[src/hw/rtl/tcppb_pkg.sv]
// Package for the two-class priority packet buffer.
// Holds request codes, controller states, the command struct and default sizes.
// No dependencies.
package tcppb_pkg;

  // Default sizes
  localparam int DEPTH_DEF   = 16;
  localparam int ID_BITS_DEF = 16;

  // Limit register
  localparam int MAX_SIZE_W = 5;
  localparam logic [MAX_SIZE_W-1:0] MAX_SIZE_RST = 5'd16;

  // Request codes; code 3 is a no-op
  typedef enum logic [1:0] {
    FUNC_PUSH  = 2'd0,
    FUNC_POP   = 2'd1,
    FUNC_CLEAR = 2'd2
  } func_t;

  // Controller states
  typedef enum logic {
    ST_IDLE = 1'b0,
    ST_EXEC = 1'b1
  } state_t;

  // Commands from controller to datapath
  typedef struct packed {
    logic load;  // capture the request word
    logic exec;  // apply the captured request and register its result
  } dp_cmd_t;

endpackage

[src/hw/rtl/tcppb_ctrl.sv]
// Controller of the two-class priority packet buffer.
// Sequences capture and execution of one request word; uses tcppb_pkg.
module tcppb_ctrl (
  input  logic               clk,
  input  logic               rst_n,
  input  logic               start,
  output logic               busy,
  output tcppb_pkg::dp_cmd_t cmd
);

  tcppb_pkg::state_t state_r, state_nxt;

  // Hold state
  always_ff @(posedge clk) begin
    if (!rst_n) begin
      state_r <= tcppb_pkg::ST_IDLE;
    end else begin
      state_r <= state_nxt;
    end
  end

  // Advance state and issue commands
  always_comb begin
    state_nxt = state_r;
    cmd.load  = 1'b0;
    cmd.exec  = 1'b0;
    busy      = 1'b0;
    case (state_r)
      tcppb_pkg::ST_IDLE: begin
        if (start) begin
          cmd.load  = 1'b1;
          state_nxt = tcppb_pkg::ST_EXEC;
        end
      end
      tcppb_pkg::ST_EXEC: begin
        busy      = 1'b1;
        cmd.exec  = 1'b1;
        state_nxt = tcppb_pkg::ST_IDLE;
      end
      default: begin
        state_nxt = tcppb_pkg::ST_IDLE;
      end
    endcase
  end

endmodule

[src/hw/rtl/tcppb_dp.sv]
// Datapath of the two-class priority packet buffer.
// Two ring stores with head/count registers, limit register and result registers;
// uses tcppb_pkg, driven by tcppb_ctrl.
module tcppb_dp #(
  parameter int DEPTH   = tcppb_pkg::DEPTH_DEF,
  parameter int ID_BITS = tcppb_pkg::ID_BITS_DEF,
  localparam int AW     = (DEPTH > 1) ? $clog2(DEPTH) : 1,
  localparam int CW     = $clog2(DEPTH + 1)
) (
  input  logic                             clk,
  input  logic                             rst_n,
  input  tcppb_pkg::dp_cmd_t               cmd,
  input  logic [1:0]                       in_func,
  input  logic [ID_BITS-1:0]               in_packet_id,
  input  logic                             in_is_control,
  input  logic                             cfg_we,
  input  logic [tcppb_pkg::MAX_SIZE_W-1:0] cfg_data,
  output logic                             out_valid,
  output logic                             out_accepted,
  output logic                             out_pop_valid,
  output logic [ID_BITS-1:0]               out_packet_id,
  output logic                             out_is_control,
  output logic [CW-1:0]                    out_occupancy
);

  localparam int SW  = CW + 1;
  localparam int MW  = (SW > tcppb_pkg::MAX_SIZE_W) ? SW : tcppb_pkg::MAX_SIZE_W;
  localparam logic [SW-1:0] DEPTH_S = SW'(DEPTH);
  localparam logic [AW-1:0] LAST_A  = AW'(DEPTH - 1);

  // Ring position of head plus offset
  function automatic logic [AW-1:0] ring_at(input logic [AW-1:0] head,
                                            input logic [CW-1:0] offs);
    logic [SW-1:0] sum;
    sum = SW'(head) + SW'(offs);
    if (sum >= DEPTH_S) begin
      sum = sum - DEPTH_S;
    end
    return sum[AW-1:0];
  endfunction

  // Captured request word
  logic [1:0]         func_r;
  logic [ID_BITS-1:0] id_r;
  logic               ctrl_r;

  // Class state and limit
  logic [AW-1:0] c_head_r, c_head_nxt, d_head_r, d_head_nxt;
  logic [CW-1:0] c_cnt_r, c_cnt_nxt, d_cnt_r, d_cnt_nxt;
  logic [tcppb_pkg::MAX_SIZE_W-1:0] max_size_r;

  // Stores and their registered head reads
  logic [ID_BITS-1:0] c_mem [DEPTH];
  logic [ID_BITS-1:0] d_mem [DEPTH];
  logic [ID_BITS-1:0] c_rd_r, d_rd_r;

  // Result registers
  logic               valid_r, acc_r, popv_r, cls_r;
  logic               acc_nxt, popv_nxt, cls_nxt;
  logic [ID_BITS-1:0] id_out_r, id_out_nxt;
  logic [CW-1:0]      occ_r;

  logic          c_we, d_we;
  logic [AW-1:0] c_wa, d_wa;
  logic [SW-1:0] total;
  logic          full, at_depth;

  // Capture the request word
  always_ff @(posedge clk) begin
    if (cmd.load) begin
      func_r <= in_func;
      id_r   <= in_packet_id;
      ctrl_r <= in_is_control;
    end
  end

  // Write and read the stores
  always_ff @(posedge clk) begin
    if (c_we) begin
      c_mem[c_wa] <= id_r;
    end
    if (d_we) begin
      d_mem[d_wa] <= id_r;
    end
    c_rd_r <= c_mem[c_head_r];
    d_rd_r <= d_mem[d_head_r];
  end

  // Decide the request outcome
  always_comb begin
    total      = SW'(c_cnt_r) + SW'(d_cnt_r);
    full       = MW'(total) >= MW'(max_size_r);
    at_depth   = total >= DEPTH_S;
    c_wa       = ring_at(c_head_r, c_cnt_r);
    d_wa       = ring_at(d_head_r, d_cnt_r);
    c_we       = 1'b0;
    d_we       = 1'b0;
    c_head_nxt = c_head_r;
    d_head_nxt = d_head_r;
    c_cnt_nxt  = c_cnt_r;
    d_cnt_nxt  = d_cnt_r;
    acc_nxt    = 1'b1;
    popv_nxt   = 1'b0;
    cls_nxt    = 1'b0;
    id_out_nxt = '0;
    case (func_r)
      tcppb_pkg::FUNC_PUSH: begin
        if (ctrl_r) begin
          if ((full && (d_cnt_r == '0)) || at_depth) begin
            acc_nxt = 1'b0;
          end else begin
            c_we      = cmd.exec;
            c_cnt_nxt = c_cnt_r + CW'(1);
          end
        end else begin
          if (full || at_depth) begin
            acc_nxt = 1'b0;
          end else begin
            d_we      = cmd.exec;
            d_cnt_nxt = d_cnt_r + CW'(1);
          end
        end
      end
      tcppb_pkg::FUNC_POP: begin
        if (c_cnt_r != '0) begin
          id_out_nxt = c_rd_r;
          cls_nxt    = 1'b1;
          popv_nxt   = 1'b1;
          c_head_nxt = (c_head_r == LAST_A) ? '0 : c_head_r + AW'(1);
          c_cnt_nxt  = c_cnt_r - CW'(1);
        end else if (d_cnt_r != '0) begin
          id_out_nxt = d_rd_r;
          popv_nxt   = 1'b1;
          d_head_nxt = (d_head_r == LAST_A) ? '0 : d_head_r + AW'(1);
          d_cnt_nxt  = d_cnt_r - CW'(1);
        end
      end
      tcppb_pkg::FUNC_CLEAR: begin
        c_head_nxt = '0;
        d_head_nxt = '0;
        c_cnt_nxt  = '0;
        d_cnt_nxt  = '0;
      end
      default: begin
      end
    endcase
  end

  // Update class state and limit
  always_ff @(posedge clk) begin
    if (!rst_n) begin
      c_head_r   <= '0;
      d_head_r   <= '0;
      c_cnt_r    <= '0;
      d_cnt_r    <= '0;
      max_size_r <= tcppb_pkg::MAX_SIZE_RST;
      valid_r    <= 1'b0;
    end else begin
      valid_r <= cmd.exec;
      if (cfg_we) begin
        max_size_r <= cfg_data;
      end
      if (cmd.exec) begin
        c_head_r <= c_head_nxt;
        d_head_r <= d_head_nxt;
        c_cnt_r  <= c_cnt_nxt;
        d_cnt_r  <= d_cnt_nxt;
      end
    end
  end

  // Register the result word
  always_ff @(posedge clk) begin
    if (cmd.exec) begin
      acc_r    <= acc_nxt;
      popv_r   <= popv_nxt;
      cls_r    <= cls_nxt;
      id_out_r <= id_out_nxt;
      occ_r    <= c_cnt_nxt + d_cnt_nxt;
    end
  end

  assign out_valid      = valid_r;
  assign out_accepted   = acc_r;
  assign out_pop_valid  = popv_r;
  assign out_packet_id  = id_out_r;
  assign out_is_control = cls_r;
  assign out_occupancy  = occ_r;

endmodule

[src/hw/rtl/two_class_priority_packet_buffer.sv]
// Two-class priority packet buffer: control packets ahead of data packets.
// Each word is captured, then executed in ST_EXEC; out_valid marks its registered result.
// A new word is taken only in ST_IDLE, after the capture and execute steps; busy marks ST_EXEC.
// The receiver cannot stall; each result stands for exactly one cycle.
// Synchronous active-low reset empties both classes and sets max_size to 16.
// Uses tcppb_pkg, tcppb_ctrl and tcppb_dp.
module two_class_priority_packet_buffer #(
  parameter int DEPTH   = tcppb_pkg::DEPTH_DEF,
  parameter int ID_BITS = tcppb_pkg::ID_BITS_DEF
) (
  input  logic                             clk,
  input  logic                             rst_n,
  input  logic                             start,
  output logic                             busy,
  input  logic [1:0]                       in_func,
  input  logic [ID_BITS-1:0]               in_packet_id,
  input  logic                             in_is_control,
  input  logic                             cfg_we,
  input  logic [tcppb_pkg::MAX_SIZE_W-1:0] cfg_data,
  output logic                             out_valid,
  output logic                             out_accepted,
  output logic                             out_pop_valid,
  output logic [ID_BITS-1:0]               out_packet_id,
  output logic                             out_is_control,
  output logic [$clog2(DEPTH+1)-1:0]       out_occupancy
);

  tcppb_pkg::dp_cmd_t cmd;

  // Sequence each request word
  tcppb_ctrl u_ctrl (
    .clk   (clk),
    .rst_n (rst_n),
    .start (start),
    .busy  (busy),
    .cmd   (cmd)
  );

  // Hold packets and compute results
  tcppb_dp #(
    .DEPTH   (DEPTH),
    .ID_BITS (ID_BITS)
  ) u_dp (
    .clk            (clk),
    .rst_n          (rst_n),
    .cmd            (cmd),
    .in_func        (in_func),
    .in_packet_id   (in_packet_id),
    .in_is_control  (in_is_control),
    .cfg_we         (cfg_we),
    .cfg_data       (cfg_data),
    .out_valid      (out_valid),
    .out_accepted   (out_accepted),
    .out_pop_valid  (out_pop_valid),
    .out_packet_id  (out_packet_id),
    .out_is_control (out_is_control),
    .out_occupancy  (out_occupancy)
  );

endmodule

[config.mk]
export PLATFORM = sky130hd
export DESIGN_NAME = two_class_priority_packet_buffer
export DESIGN_NICKNAME = d
export VERILOG_FILES = /design/src/hw/rtl/tcppb_pkg.sv /design/src/hw/rtl/tcppb_ctrl.sv /design/src/hw/rtl/tcppb_dp.sv /design/src/hw/rtl/two_class_priority_packet_buffer.sv
export SDC_FILE = /design/constraint.sdc
export NUM_CORES = 1
export LEC_CHECK = 0
export ABC_CLOCK_PERIOD_IN_PS = 12300
export BUFFER_PORTS_ARGS = -buffer_cell sky130_fd_sc_hd__buf_4
export CORE_ASPECT_RATIO = 0.6
export CORE_UTILIZATION = 50
export DETAILED_ROUTE_END_ITERATION = 7
export GPL_TIMING_DRIVEN = 0
export PLACE_DENSITY = 0.66
export SETUP_SLACK_MARGIN = 0.15
export SYNTH_ARGS = -nofsm -noshare
export SYNTH_HDL_FRONTEND = slang
export SYNTH_SLANG_ARGS = --single-unit
[constraint.sdc]
create_clock -name clk -period 12.3 [get_ports clk]
set_input_delay 1.23 -clock clk [delete_from_list [all_inputs] [get_ports clk]]
set_output_delay 1.23 -clock clk [all_outputs]
set_load 0.05 [all_outputs]
* After elaboration in Yosys (flattened, before gate mapping) *
Memory sizes are Yosys's and may differ from the RTL's. A register that Yosys moved wholly into a read port is not among the register bits.
Index checks and enable logic that the tools add are counted.

word-level totals
  register bits after elaboration = 68
  input port bits = 28
  bits in writable memories = 512
  logic and storage cells = 91
  output and inout port bits = 26
  memories kept = 2

cells by class
  eq/ne operators = 7
  multiplexer cells = 40
  bitwise logic cells = 1
  add/sub/neg operators = 12
  reductions and logical operators = 10
  order comparisons = 4

memories
  name        depth  bits a word  read ports  clocked after memory_dff  write ports  RTL line        RTL
  u_dp.c_mem  16     16           1           1                         1            tcppb_dp.sv:53  logic [ID_BITS-1:0] c_mem [DEPTH];
  u_dp.d_mem  16     16           1           1                         1            tcppb_dp.sv:54  logic [ID_BITS-1:0] d_mem [DEPTH];

operator list
  cell                   count
  $mux W5                7
  $mux W16               2
  $pmux W5 S3            2
  $mux W4                7
  $mux W1                19
  $ge A6 B5 Y1 const B   3
  $pmux W4 S2            2
  $add A4 B5 Y6          2
  $add A5 B1 Y5 const B  2
  $reduce_bool A5 Y1     2
  $sub A5 B1 Y5 const B  2
  $add A4 B1 Y4 const B  2
  $eq A4 B4 Y1 const B   2
  $sub A4 B1 Y4 const B  2
  $add A5 B5 Y6          1
  $ge A6 B5 Y1           1
  $add A5 B5 Y5          1
  $logic_not A5 Y1       1
  $ne A2 B1 Y1 const B   2
  $reduce_and A4 Y1      1
  $reduce_and A3 Y1      1
  $eq A2 B1 Y1 const B   1
  $eq A2 B2 Y1 const B   1
  $logic_not A2 Y1       1
  other kinds (6)        7

* Logic depth before layout (Yosys ltp) *
Gate-level depths: netlist of run 1.

  depth in word-level cells = 9
  mapped depth = 21
  depth with buffers taken out = 20

* Modules after synthesis *
From an unflattened synthesis of run 1, not the netlist that was laid out.

second synthesis, totals
  cells, all modules = 1198
  area total of the unflattened synthesis = 24143.2 um2

by module, submodules not included
  module      instances  cells an instance  seq. area each (um2)  area an instance (um2)
  tcppb_dp    1          1193               17787.1               24093.1
  tcppb_ctrl  1          5                  20.0                  50.0

* Least setup slack after synthesis of run 1 *
No wires, ideal clock.

  kind = register to register
  start = register u_dp.d_cnt_r[0]
  end = memory u_dp.c_mem[10][0] (netlist bit), enable pin
  stages on the path, launching flop included = 13
  path buffers = 1
  data arrival time = 4.172 ns
  required time = 11.870 ns
  path slack = 7.698 ns
  path through = dfxtp_1 -> ha_1 -> fa_1 -> a21o_1 -> a21oi_1 -> xnor2_1 -> ha_1 -> nand2_1 -> a21o_1 -> o31ai_4 -> or2_4 -> buf_2 -> nor4_1

on the way
  word-level cells in the longest chain between the ends = 9

ends and longest elaborated chain
  element                          RTL line         RTL
  start: declaration               tcppb_dp.sv:49   logic [CW-1:0] c_cnt_r, c_cnt_nxt, d_cnt_r, d_cnt_nxt;
  start signal: assignment         tcppb_dp.sv:167  d_cnt_r <= d_cnt_nxt;
  $add A5 B5 Y6                    tcppb_dp.sv:91   total = SW'(c_cnt_r) + SW'(d_cnt_r);
  $ge A6 B5 Y1                     tcppb_dp.sv:92   full = MW'(total) >= MW'(max_size_r);
  $logic_and A1 B1 Y1              tcppb_dp.sv:109  if ((full && (d_cnt_r == '0)) || at_depth) begin
  $logic_or A1 B1 Y1 *             tcppb_dp.sv:109
  $mux W1 *                        tcppb_dp.sv:109
  $mux W1 *                        tcppb_dp.sv:108  if (ctrl_r) begin
  $mux W1 *                        tcppb_dp.sv:106  case (func_r)
  $mux W1 *                        tcppb_dp.sv:79   if (c_we) begin
  $mux W1 (not written as such) *  tcppb_dp.sv:80   c_mem[c_wa] <= id_r;
  end: declaration                 tcppb_dp.sv:53

Mark *: on every way between the ends. The rest lies on a longest branch, timed or not.

* Worst setup path after layout of run 1 *
  start = register u_dp.d_cnt_r[0]
  end = register u_dp.occ_r[4], in the netlist u_dp.out_occupancy[4], data pin

RTL lines
  element                          RTL line                        RTL
  $add A5 B5 Y6                    tcppb_dp.sv:91
  $ge A6 B5 Y1 (on tied branches)  tcppb_dp.sv:92, tcppb_dp.sv:93
  $logic_or A1 B1 Y1               tcppb_dp.sv:116                 if (full || at_depth) begin
  $mux W5                          tcppb_dp.sv:116
  $mux W5                          tcppb_dp.sv:108
  $pmux W5 S3 *                    tcppb_dp.sv:106
  via u_dp.d_cnt_nxt[0]            tcppb_dp.sv:49
  $add A5 B5 Y5 *                  tcppb_dp.sv:179                 occ_r <= c_cnt_nxt + d_cnt_nxt;
  end signal: assignment           tcppb_dp.sv:179
  end: declaration                 tcppb_dp.sv:61                  logic [CW-1:0] occ_r;

The timed path passes the listed nets; every way through them passes the cells marked *.
A chain may end at the register's enable or synchronous reset.

==> flow_metrics.tcl, run 1 <==
set metrics [dict create \
    switchingPower_uw 854 \
    cp.arrival_ps 5290 \
    fillCellCount 3378 \
    cts_setup_buffers 0 \
    endpoint "u_dp.out_occupancy[4]$_DFFE_PP_" \
    tns_ps 0 \
    insertion_delay_ps 610 \
    cp_cell_sequence "ha_1, fa_1, xor2_1, ha_1, a21o_1, a31oi_2, o211ai_1, or2_1, a221oi_1, o21ai_0, ha_1, fa_1, nand3_1, and2_1, nor2_1, a22oi_1, nand3b_1, xnor2_1" \
    final.period_utilization_pct 40.3 \
    highest_layer "met4" \
    die_w_um 285 \
    async_flop_share_pct 0 \
    netlist_top_cells_area "edfxtp_1 (69%), mux4_2 (15%), dfxtp_1 (4.7%)" \
    root_buffer "clkbuf_16" \
    r2r_slack_ps 7340 \
    synth-seq-cells 612 \
    power_frac_comb_pct 3.3 \
    ant_nets 0 \
    synth-edff-count 555 \
    end_kind "flip-flop" \
    path_class "reg2reg" \
    dp_hpwl_um 37000 \
    yosys_warnings 0 \
    r2r_start "u_dp.d_cnt_r[0]$_SDFFE_PN0P_" \
    path_clk_slew_ps 70 \
    reg2reg_to "u_dp.out_occupancy[4]$_DFFE_PP_" \
    ys.flop_type "edfxtp_1" \
    finClkSkew_ps 29.5 \
    multi_input_area_um2 6040 \
    detail_route.wl_per_cell_um 27.0 \
    die_h_um 172 \
    syn-num-nets 1232 \
    cpMostUsedCell "ha_1" \
    drive_above_1_share_pct 29.7 \
    grt_overflow 0 \
    syn_avg_cell_area_um2 20.6 \
    postCtsHoldBufs 0 \
    seq_area_frac_synth_pct 74.1 \
    cts_resized 0 \
    portBuffers 51 \
    gp_congestion 0.892 \
    syn2layout_area_growth_pct 14.9 \
    leakage_uw 0.00888 \
    cts_tree "built" \
    ioPinCount 54 \
    grt_max_degree 33 \
    yosys.area.top_type "edfxtp_1" \
    clockBufferDepth 3 \
    crit_slowest_cell "dfxtp_1" \
    cp_num_buf_inv 0 \
    crit_fanout 10 \
    period_needed_ps 4960 \
    max_freq_mhz 201 \
    syn-instance-count 1169 \
    vias 12200 \
    worst_setup_path_start_kind "flip-flop" \
    cpPeakStageDelay_ps 460 \
    cp_data_required_time_ps 12630 \
    yosys-top-cells-count "edfxtp_1 (555), mux4_2 (160), dfxtp_1 (57), nor2_1 (43), ha_1 (31)" \
    crit_family "adder cells" \
    routed_wl_um 54000 \
    ff2ff_path_depth 18 \
    die_area_um2 49000 \
    p_clk_share_pct 39.7 \
    grt.total_usage_pct 22.6 \
    status "completed" \
    cts_sinks 612 \
    start_util_pct 51.3 \
    n_antenna_cell 0 \
    power_density_nw_per_um2 147 \
    wl_met1_um 25700 \
    yosysTopAreaCellShare_pct 69.3 \
    maxCapViolations 0 \
    internal_power_uw 3210 \
    wl_met2_um 23300 \
    hold_slack_ps 506 \
    cts_buffers 54 \
    grt_pass1_wl_um 80100 \
    rsz0062_at_grt "false" \
    setup-violations-final 0 \
    drt_iter0_drc 1502 \
    critPathLaunch "u_dp.d_cnt_r[0]$_SDFFE_PN0P_" \
    core_area_um2 46900 \
    vias_per_cell 6.07 \
    crit_cells 18 \
    max_slew_margin_pct 22.2 \
    antenna_found_initial 0 \
    seqCellArea_um2 17800 \
    drcViolationCount 0 \
    swShare_pct 21.0 \
    seq_power_share_pct 57.0 \
    final_nets 1390 \
    grt_pass1_vias 12000 \
    vdd_drop_max_uv 122 \
    tightest_slew_ps 1150 \
    hold_violations 0 \
    met3WireLength_um 4150 \
    synthDistinctLibCells 66 \
    min_path_type "reg2reg" \
    synth_area_um2 24000 \
    drtPass1Iterations 6 \
    yosysMostFrequentCell "edfxtp_1" \
    rows 61 \
    htree_num_levels 2 \
    slew_violations 0 \
]
worst min-delay path by stage:
stage	from	to	slack, ps	cells past startpoint
after CTS	u_dp.max_size_r[3]$_SDFFE_PN0P_	u_dp.max_size_r[3]$_SDFFE_PN0P_	510	2
final	u_dp.max_size_r[3]$_SDFFE_PN0P_	u_dp.max_size_r[3]$_SDFFE_PN0P_	510	2
after floorplan	u_dp.max_size_r[1]$_SDFFE_PN0P_	u_dp.max_size_r[1]$_SDFFE_PN0P_	460	2
after global routing	u_dp.d_rd_r[1]$_DFF_P_	u_dp.out_packet_id[1]$_SDFFCE_PP0P_	530	1
after global placement	u_dp.max_size_r[3]$_SDFFE_PN0P_	u_dp.max_size_r[3]$_SDFFE_PN0P_	480	2
after detailed placement	u_dp.max_size_r[3]$_SDFFE_PN0P_	u_dp.max_size_r[3]$_SDFFE_PN0P_	490	2
flip-flops by register name, summed over array words and instances, names as in the netlist:
name	count
u_dp.c_head_r	4
u_dp.d_rd_r	16
u_dp.c_mem	256
u_dp.out_is_control	1
u_dp.d_cnt_r	5
u_dp.id_r	16
u_dp.out_packet_id	16
u_dp.ctrl_r	1
u_dp.out_occupancy	5
u_dp.max_size_r	5
u_dp.c_rd_r	16
u_dp.d_mem	256
u_ctrl.state_r	1
u_dp.d_head_r	4
u_dp.c_cnt_r	5
u_dp.out_accepted	1
u_dp.func_r	2
u_dp.out_pop_valid	1
u_dp.out_valid	1
cells in the final DEF (no fill, tap or decap), types with 8 or more instances in the layout:
| cell type | synthesis | final |
|---|---|---|
| nor2_1 | 43 | 31 |
| a21o_1 | 10 | 10 |
| a21oi_1 | 28 | 28 |
| nor2_2 | 1 | 13 |
| inv_1 | 16 | 16 |
| buf_2 | 17 | 17 |
| ha_1 | 31 | 31 |
| mux4_2 | 160 | 160 |
| nand2_1 | 23 | 23 |
| o21ai_0 | 14 | 14 |
| edfxtp_1 | 555 | 555 |
| clkinv_2 | 0 | 9 |
| xnor2_1 | 9 | 9 |
| dfxtp_1 | 57 | 56 |
| clkbuf_16 | 0 | 55 |
| nor4_2 | 1 | 17 |
| a22o_1 | 16 | 16 |
| nor3_1 | 15 | 11 |
| clkbuf_1 | 27 | 49 |
| nand2b_1 | 9 | 9 |
| buf_6 | 4 | 8 |
| mux2i_1 | 8 | 8 |
| buf_4 | 6 | 91 |
| clkinv_1 | 1 | 8 |
cell type report:
class                           instances  share of cell area [%]
Buffer                                 58                    1.06
Clock buffer                           81                    5.48
Clock inverter                         20                   0.612
Inverter                               18                   0.245
Multi-Input combinational cell        481                    21.9
Sequential cell                       612                    64.5
Tap cell                              630                    2.85
Timing Repair Buffer                  102                    3.42
per-layer routing:
layer,track usage (%),vias up
met5,0,-
li1,-,5191
met1,36.2,6369
met4,4.49,0
met2,32.4,542
met3,4.38,52
tightest hold or removal path: cells and delay by family (launching register included):
family	cells	cell delay, ps
and+or+nand+nor	1	80
DFF	1	330
muxes	1	70
metrics by stage:
stage                     util, %  std cells  cell area, um^2  total power (uW)  setup WS [ps]
after CTS                    58.9       2002            27600              4100           7380
after global routing         58.9       2002            27600              4190           7120
after detailed placement     55.4       1901            25900              2500           7400
after floorplan                 -       1169            24000              2440           7700
final                        58.9       2002            27600              4070           7340
after global placement       53.8       1850            25200              2490           5620
kinds of logic (layout without fill, tap and decap cells):
family	after synthesis	count (layout)	share of synthesized area, %
muxes	168	168	15.3
DFF	612	612	74.1
AOI/OAI and AO/OA	114	114	3.34
and+or+nand+nor	150	150	3.34
buffers and inverters	76	279	1.49
xor gates and xnor gates	14	14	0.510
adders and majority gates	35	35	1.95
power groups by stage:
| stage | sequential, uW | clock, uW | combinational (uW) |
|---|---|---|---|
| 2_1_floorplan | 2360 | 0 | 76.5 |
| 3_3_place_gp | 2360 | 0 | 127 |
| 3_5_place_dp | 2370 | 0 | 134 |
| 4_1_cts | 2320 | 1640 | 134 |
| 5_1_grt | 2320 | 1720 | 144 |
| 6_report | 2320 | 1610 | 134 |
Power figures use the tool's default switching activity.
==> run 2, diff against run 1 <==
--- a/config.mk
+++ b/config.mk
@@ -5,7 +5,7 @@
 export SDC_FILE = /design/constraint.sdc
 export NUM_CORES = 1
 export LEC_CHECK = 0
-export ABC_CLOCK_PERIOD_IN_PS = 12300
+export ABC_CLOCK_PERIOD_IN_PS = 4700
 export BUFFER_PORTS_ARGS = -buffer_cell sky130_fd_sc_hd__buf_4
 export CORE_ASPECT_RATIO = 0.6
 export CORE_UTILIZATION = 50
==> constraint.sdc (replaced) <==
create_clock -name clk -period 4.7 [get_ports clk]
set_input_delay 0.47 -clock clk [delete_from_list [all_inputs] [get_ports clk]]
set_output_delay 0.47 -clock clk [all_outputs]
set_load 0.05 [all_outputs]
==> flow_metrics.tcl, run 2 (synthesis results as in run 1) <==
set metrics [dict create \
    final.period_utilization_pct 93.8 \
    leakage_uw 0.00903 \
    grt.total_usage_pct 22.7 \
    portBuffers 51 \
    drcViolationCount 0 \
    start_util_pct 51.3 \
    die_w_um 285 \
    cts_tree "built" \
    core_area_um2 46900 \
    postCtsHoldBufs 0 \
    gp_congestion 0.894 \
    ioPinCount 54 \
    status "completed" \
    ant_nets 0 \
    max_freq_mhz 227 \
    die_area_um2 49000 \
    path_class "reg2reg" \
    detail_route.wl_per_cell_um 27.1 \
    hold_violations 0 \
    antenna_found_initial 0 \
    cts_sinks 612 \
    maxCapViolations 0 \
    drive_above_1_share_pct 33.0 \
    vias_per_cell 6.13 \
    vdd_drop_max_uv 355 \
    power_density_nw_per_um2 397 \
    finClkSkew_ps 24.3 \
    path_clk_slew_ps 70 \
    grt_pass1_wl_um 80700 \
    slew_violations 0 \
    drtPass1Iterations 5 \
    final_nets 1396 \
    syn2layout_area_growth_pct 16.4 \
    setup-violations-final 0 \
    stdcell_area_um2 28000 \
    layout.cells.non_filler 2008 \
    tightest_slew_ps 1270 \
    htree_num_levels 2 \
    clockBufferDepth 3 \
    period_needed_ps 4410 \
    biggestRegsByFlops "u_dp.c_mem x256, u_dp.d_mem x256" \
    routed_wl_um 54400 \
    min_path_type "in2reg" \
    drt_iter0_drc 1409 \
    grt_overflow 0 \
    end_kind "flip-flop" \
    vias 12300 \
    max_slew_margin_pct 15.1 \
    dp_cells 1897 \
    die_h_um 172 \
    dp_hpwl_um 36800 \
    cp.arrival_ps 4730 \
    grt_pass1_vias 12000 \
    rsz0062_at_grt "false" \
    insertion_delay_ps 600 \
    n_antenna_cell 0 \
    worst_setup_path_start_kind "flip-flop" \
    crit_fanout 8 \
    cts_buffers 54 \
    root_buffer "clkbuf_16" \
    rows 61 \
    grt_max_degree 33 \
    cp_data_required_time_ps 5020 \
    placed_area_um2 25900 \
    mostFrequentLayoutCells "edfxtp_1 (555), mux4_2 (160), buf_4 (96)" \
    final_common_cell "edfxtp_1" \
]
[run 2: worst max-delay path, cell delays in order, from the launching register on]
cell and delay (ps):
dfxtp_4 390, ha_4 180, fa_2 380, a21o_1 220, a21oi_2 150, xnor2_1 100
ha_1 330, nand2_2 80, o211ai_1 280, buf_4 230, nor3_1 70, a22oi_1 270
o22ai_2 180, fa_2 450, nand3_2 90, and2_4 170, a31oi_1 80, nor4_1 270
nand3b_1 170, xnor2_1 60
[run 2: path summary, 6_finish.rpt]
path                            cells past startpoint                            start  slack, ps                               to
worst max-delay path                               19     u_dp.d_cnt_r[0]$_SDFFE_PN0P_        290  u_dp.out_occupancy[4]$_DFFE_PP_
worst min-delay path                                1                  in_packet_id[1]         40           u_dp.id_r[1]$_DFFE_PP_
worst max register to register                     19     u_dp.d_cnt_r[0]$_SDFFE_PN0P_        290  u_dp.out_occupancy[4]$_DFFE_PP_
worst min register to register                      2  u_dp.max_size_r[2]$_SDFFE_PN0P_        500  u_dp.max_size_r[2]$_SDFFE_PN0P_
[run 2: power breakdown]
part	total, uW	switching (uW)	internal (uW)	leakage [uW]
sequential	6070	94.2	5970	0.00549
combinational	379	223	156	0.00262
clock	4650	1990	2660	0.000921
[run 2: repair_timing]
item                                    4_1_cts  5_1_grt
setup buffers                                 0       10
endpoints found under the setup margin        1       13
gates cloned                                  0        0
pin swaps                                     3       14
resized for setup                            11       22
[run 2: stage by stage]
| stage | TNS [ps] | hold slack [ps] | power (uW) | setup WS, ps | util [%] |
|---|---|---|---|---|---|
| 6_report | 0 | 43.0 | 11100 | 291 | 59.7 |
| 5_1_grt | 0 | 10.2 | 11400 | 118 | 59.7 |
| 4_1_cts | 0 | 12.5 | 11100 | 158 | 59.4 |
| 3_5_place_dp | -263 | 491 | 6540 | -263 | 55.3 |
| 3_3_place_gp | -463370 | 478 | 6520 | -1970 | 53.8 |
| 2_1_floorplan | 0 | 460 | 6380 | 97.7 | - |
[run 2: per-layer routing]
layer	vias to the layer above	global-route usage (%)	routed length [um]
met1	6503	36.7	25600
met5	-	0	0
met4	0	3.95	747
met2	546	32.3	23600
met3	62	4.47	4460
li1	5198	-	-
[run 2: final cells by class]
cell class	instances	area (um^2)
Fill cell	3349	18900
Clock inverter	32	368
Inverter	18	67.6
Buffer	58	303
Timing Repair Buffer	108	981
Multi-Input combinational cell	481	6150
Tap cell	630	788
Sequential cell	612	17800
Clock buffer	69	1500
==> run 3, diff against run 2 <==
--- a/config.mk
+++ b/config.mk
@@ -11,7 +11,7 @@
 export CORE_UTILIZATION = 50
 export DETAILED_ROUTE_END_ITERATION = 7
 export GPL_TIMING_DRIVEN = 0
-export PLACE_DENSITY = 0.66
+export PLACE_DENSITY = 0.62
 export SETUP_SLACK_MARGIN = 0.15
 export SYNTH_ARGS = -nofsm -noshare
 export SYNTH_HDL_FRONTEND = slang
==> flow_metrics.tcl, run 3 (synthesis results as in run 1) <==
set metrics [dict create \
    biggestRegsByFlops "u_dp.c_mem x256, u_dp.d_mem x256" \
    drt_iter0_drc 1521 \
    final.period_utilization_pct 92.4 \
    grt_max_degree 33 \
    fillCellCount 3420 \
    fin_ws_ps 358 \
    grt.total_usage_pct 23.5 \
    htree_num_levels 2 \
    crit_fanout 8 \
    maxCapViolations 0 \
    utilization_pct 59.9 \
    end_kind "flip-flop" \
    slew_violations 0 \
    stdcell_area_um2 28100 \
    leakage_uw 0.00905 \
    setup-violations-final 0 \
    dp_hpwl_um 37900 \
    hold_violations 0 \
    insertion_delay_ps 600 \
    cp.arrival_ps 4680 \
    vias 12400 \
    cts_tree "built" \
    crit_slowest_cell "fa_2" \
    crit_family "adder cells" \
    final_common_cell "edfxtp_1" \
    max_slew_margin_pct 17.6 \
    drtPass1Iterations 5 \
    die_w_um 285 \
    cpPeakStageDelay_ps 460 \
    hold_slack_ps 37.2 \
    detail_route.wl_per_cell_um 28.0 \
    grt_overflow 0 \
    mostFrequentLayoutCells "edfxtp_1 (555), mux4_2 (160), buf_4 (105)" \
    drcViolationCount 0 \
    dp_slack_ps -135 \
    path_clk_slew_ps 70 \
    ioPinCount 54 \
    layout.cells.non_filler 2017 \
    drive_above_1_share_pct 33.4 \
    final_nets 1406 \
    syn2layout_area_growth_pct 16.8 \
    die_h_um 172 \
    gp_congestion 0.908 \
    core_area_um2 46900 \
    cp_num_buf_inv 1 \
    worst_setup_path_start_kind "flip-flop" \
    vdd_drop_max_uv 273 \
    rows 61 \
    cp_data_required_time_ps 5040 \
    grt_pass1_vias 12100 \
    n_antenna_cell 0 \
    ant_nets 0 \
    cts_buffers 54 \
    period_needed_ps 4340 \
    die_area_um2 49000 \
    tightest_slew_ps 1240 \
    finClkSkew_ps 26.1 \
    clockBufferDepth 3 \
    power_density_nw_per_um2 393 \
    antenna_found_initial 0 \
    routed_wl_um 56400 \
    grt_pass1_wl_um 82000 \
    vias_per_cell 6.14 \
    start_util_pct 51.3 \
    min_path_type "in2reg" \
    placed_area_um2 26000 \
    max_freq_mhz 230 \
    status "completed" \
    postCtsHoldBufs 0 \
    portBuffers 51 \
    root_buffer "clkbuf_16" \
    cts_sinks 612 \
    cp_cell_sequence "ha_4, fa_2, a21o_1, a21oi_2, xnor2_1, ha_1, nand2_2, o211ai_1, buf_4, nor3_1, a22oi_2, o22ai_2, fa_2, nand3_2, and2_4, a31oi_1, nor4_1, nand3b_1, xnor2_1" \
    dp_cells 1900 \
    rsz0062_at_grt "false" \
    path_class "reg2reg" \
]
## run 3: changes by cell type in the layout (fill, tap and decap cells not counted), sizes merged
cell / before / now
clkbuf: 96 / 94
buf: 139 / 149
inv: 18 / 19
clkinvlp: 3 / 4
clkinv: 22 / 21
## run 3: cell type report
cell class | instances | area (um^2) | area share, %
well taps | 630 | 788 | 2.81
plain buffers | 58 | 303 | 1.08
multi-input cells | 481 | 6180 | 22.0
repair buffers | 118 | 1100 | 3.92
clock inverters | 33 | 375 | 1.34
clock buffers | 67 | 1450 | 5.16
flip-flops and latches | 612 | 17800 | 63.4
inverters | 18 | 67.6 | 0.241
## run 3: metal layers
| layer | vias to the layer above | wire length [um] | GRT usage (%) |
|---|---|---|---|
| li1 | 5211 | - | - |
| met1 | 6512 | 26700 | 38.4 |
| met2 | 578 | 24000 | 32.6 |
| met3 | 78 | 4720 | 4.43 |
| met4 | 0 | 1010 | 5.44 |
| met5 | - | 0 | 0 |
## run 3: timing repair
| item | 4_1_cts | 5_1_grt |
|---|---|---|
| pin swaps | 1 | 20 |
| gates resized for setup | 7 | 30 |
| setup endpoints to repair | 1 | 1 |
| setup buffers | 1 | 16 |
## run 3: worst paths after layout
check                           slack (ps)                              end  depth (start not counted)                            start
worst max register to register         360  u_dp.out_occupancy[4]$_DFFE_PP_                         19     u_dp.d_cnt_r[0]$_SDFFE_PN0P_
worst max-delay path                   360  u_dp.out_occupancy[4]$_DFFE_PP_                         19     u_dp.d_cnt_r[0]$_SDFFE_PN0P_
worst min register to register         510  u_dp.max_size_r[4]$_SDFFE_PN1P_                          2  u_dp.max_size_r[4]$_SDFFE_PN1P_
worst min-delay path                    40           u_dp.id_r[0]$_DFFE_PP_                          1                  in_packet_id[0]
## run 3: power breakdown
group | switching [uW] | leakage [uW] | internal (uW)
logic | 232 | 0.00268 | 164
registers | 97.1 | 0.00549 | 5970
clock network | 1980 | 0.000890 | 2590
## run 3: metrics by stage
step           power (uW)  TNS (ps)
2_1_floorplan        6380         0
3_3_place_gp         6520   -514930
3_5_place_dp         6550      -135
4_1_cts             11100         0
5_1_grt             11300         0
6_report            11000         0
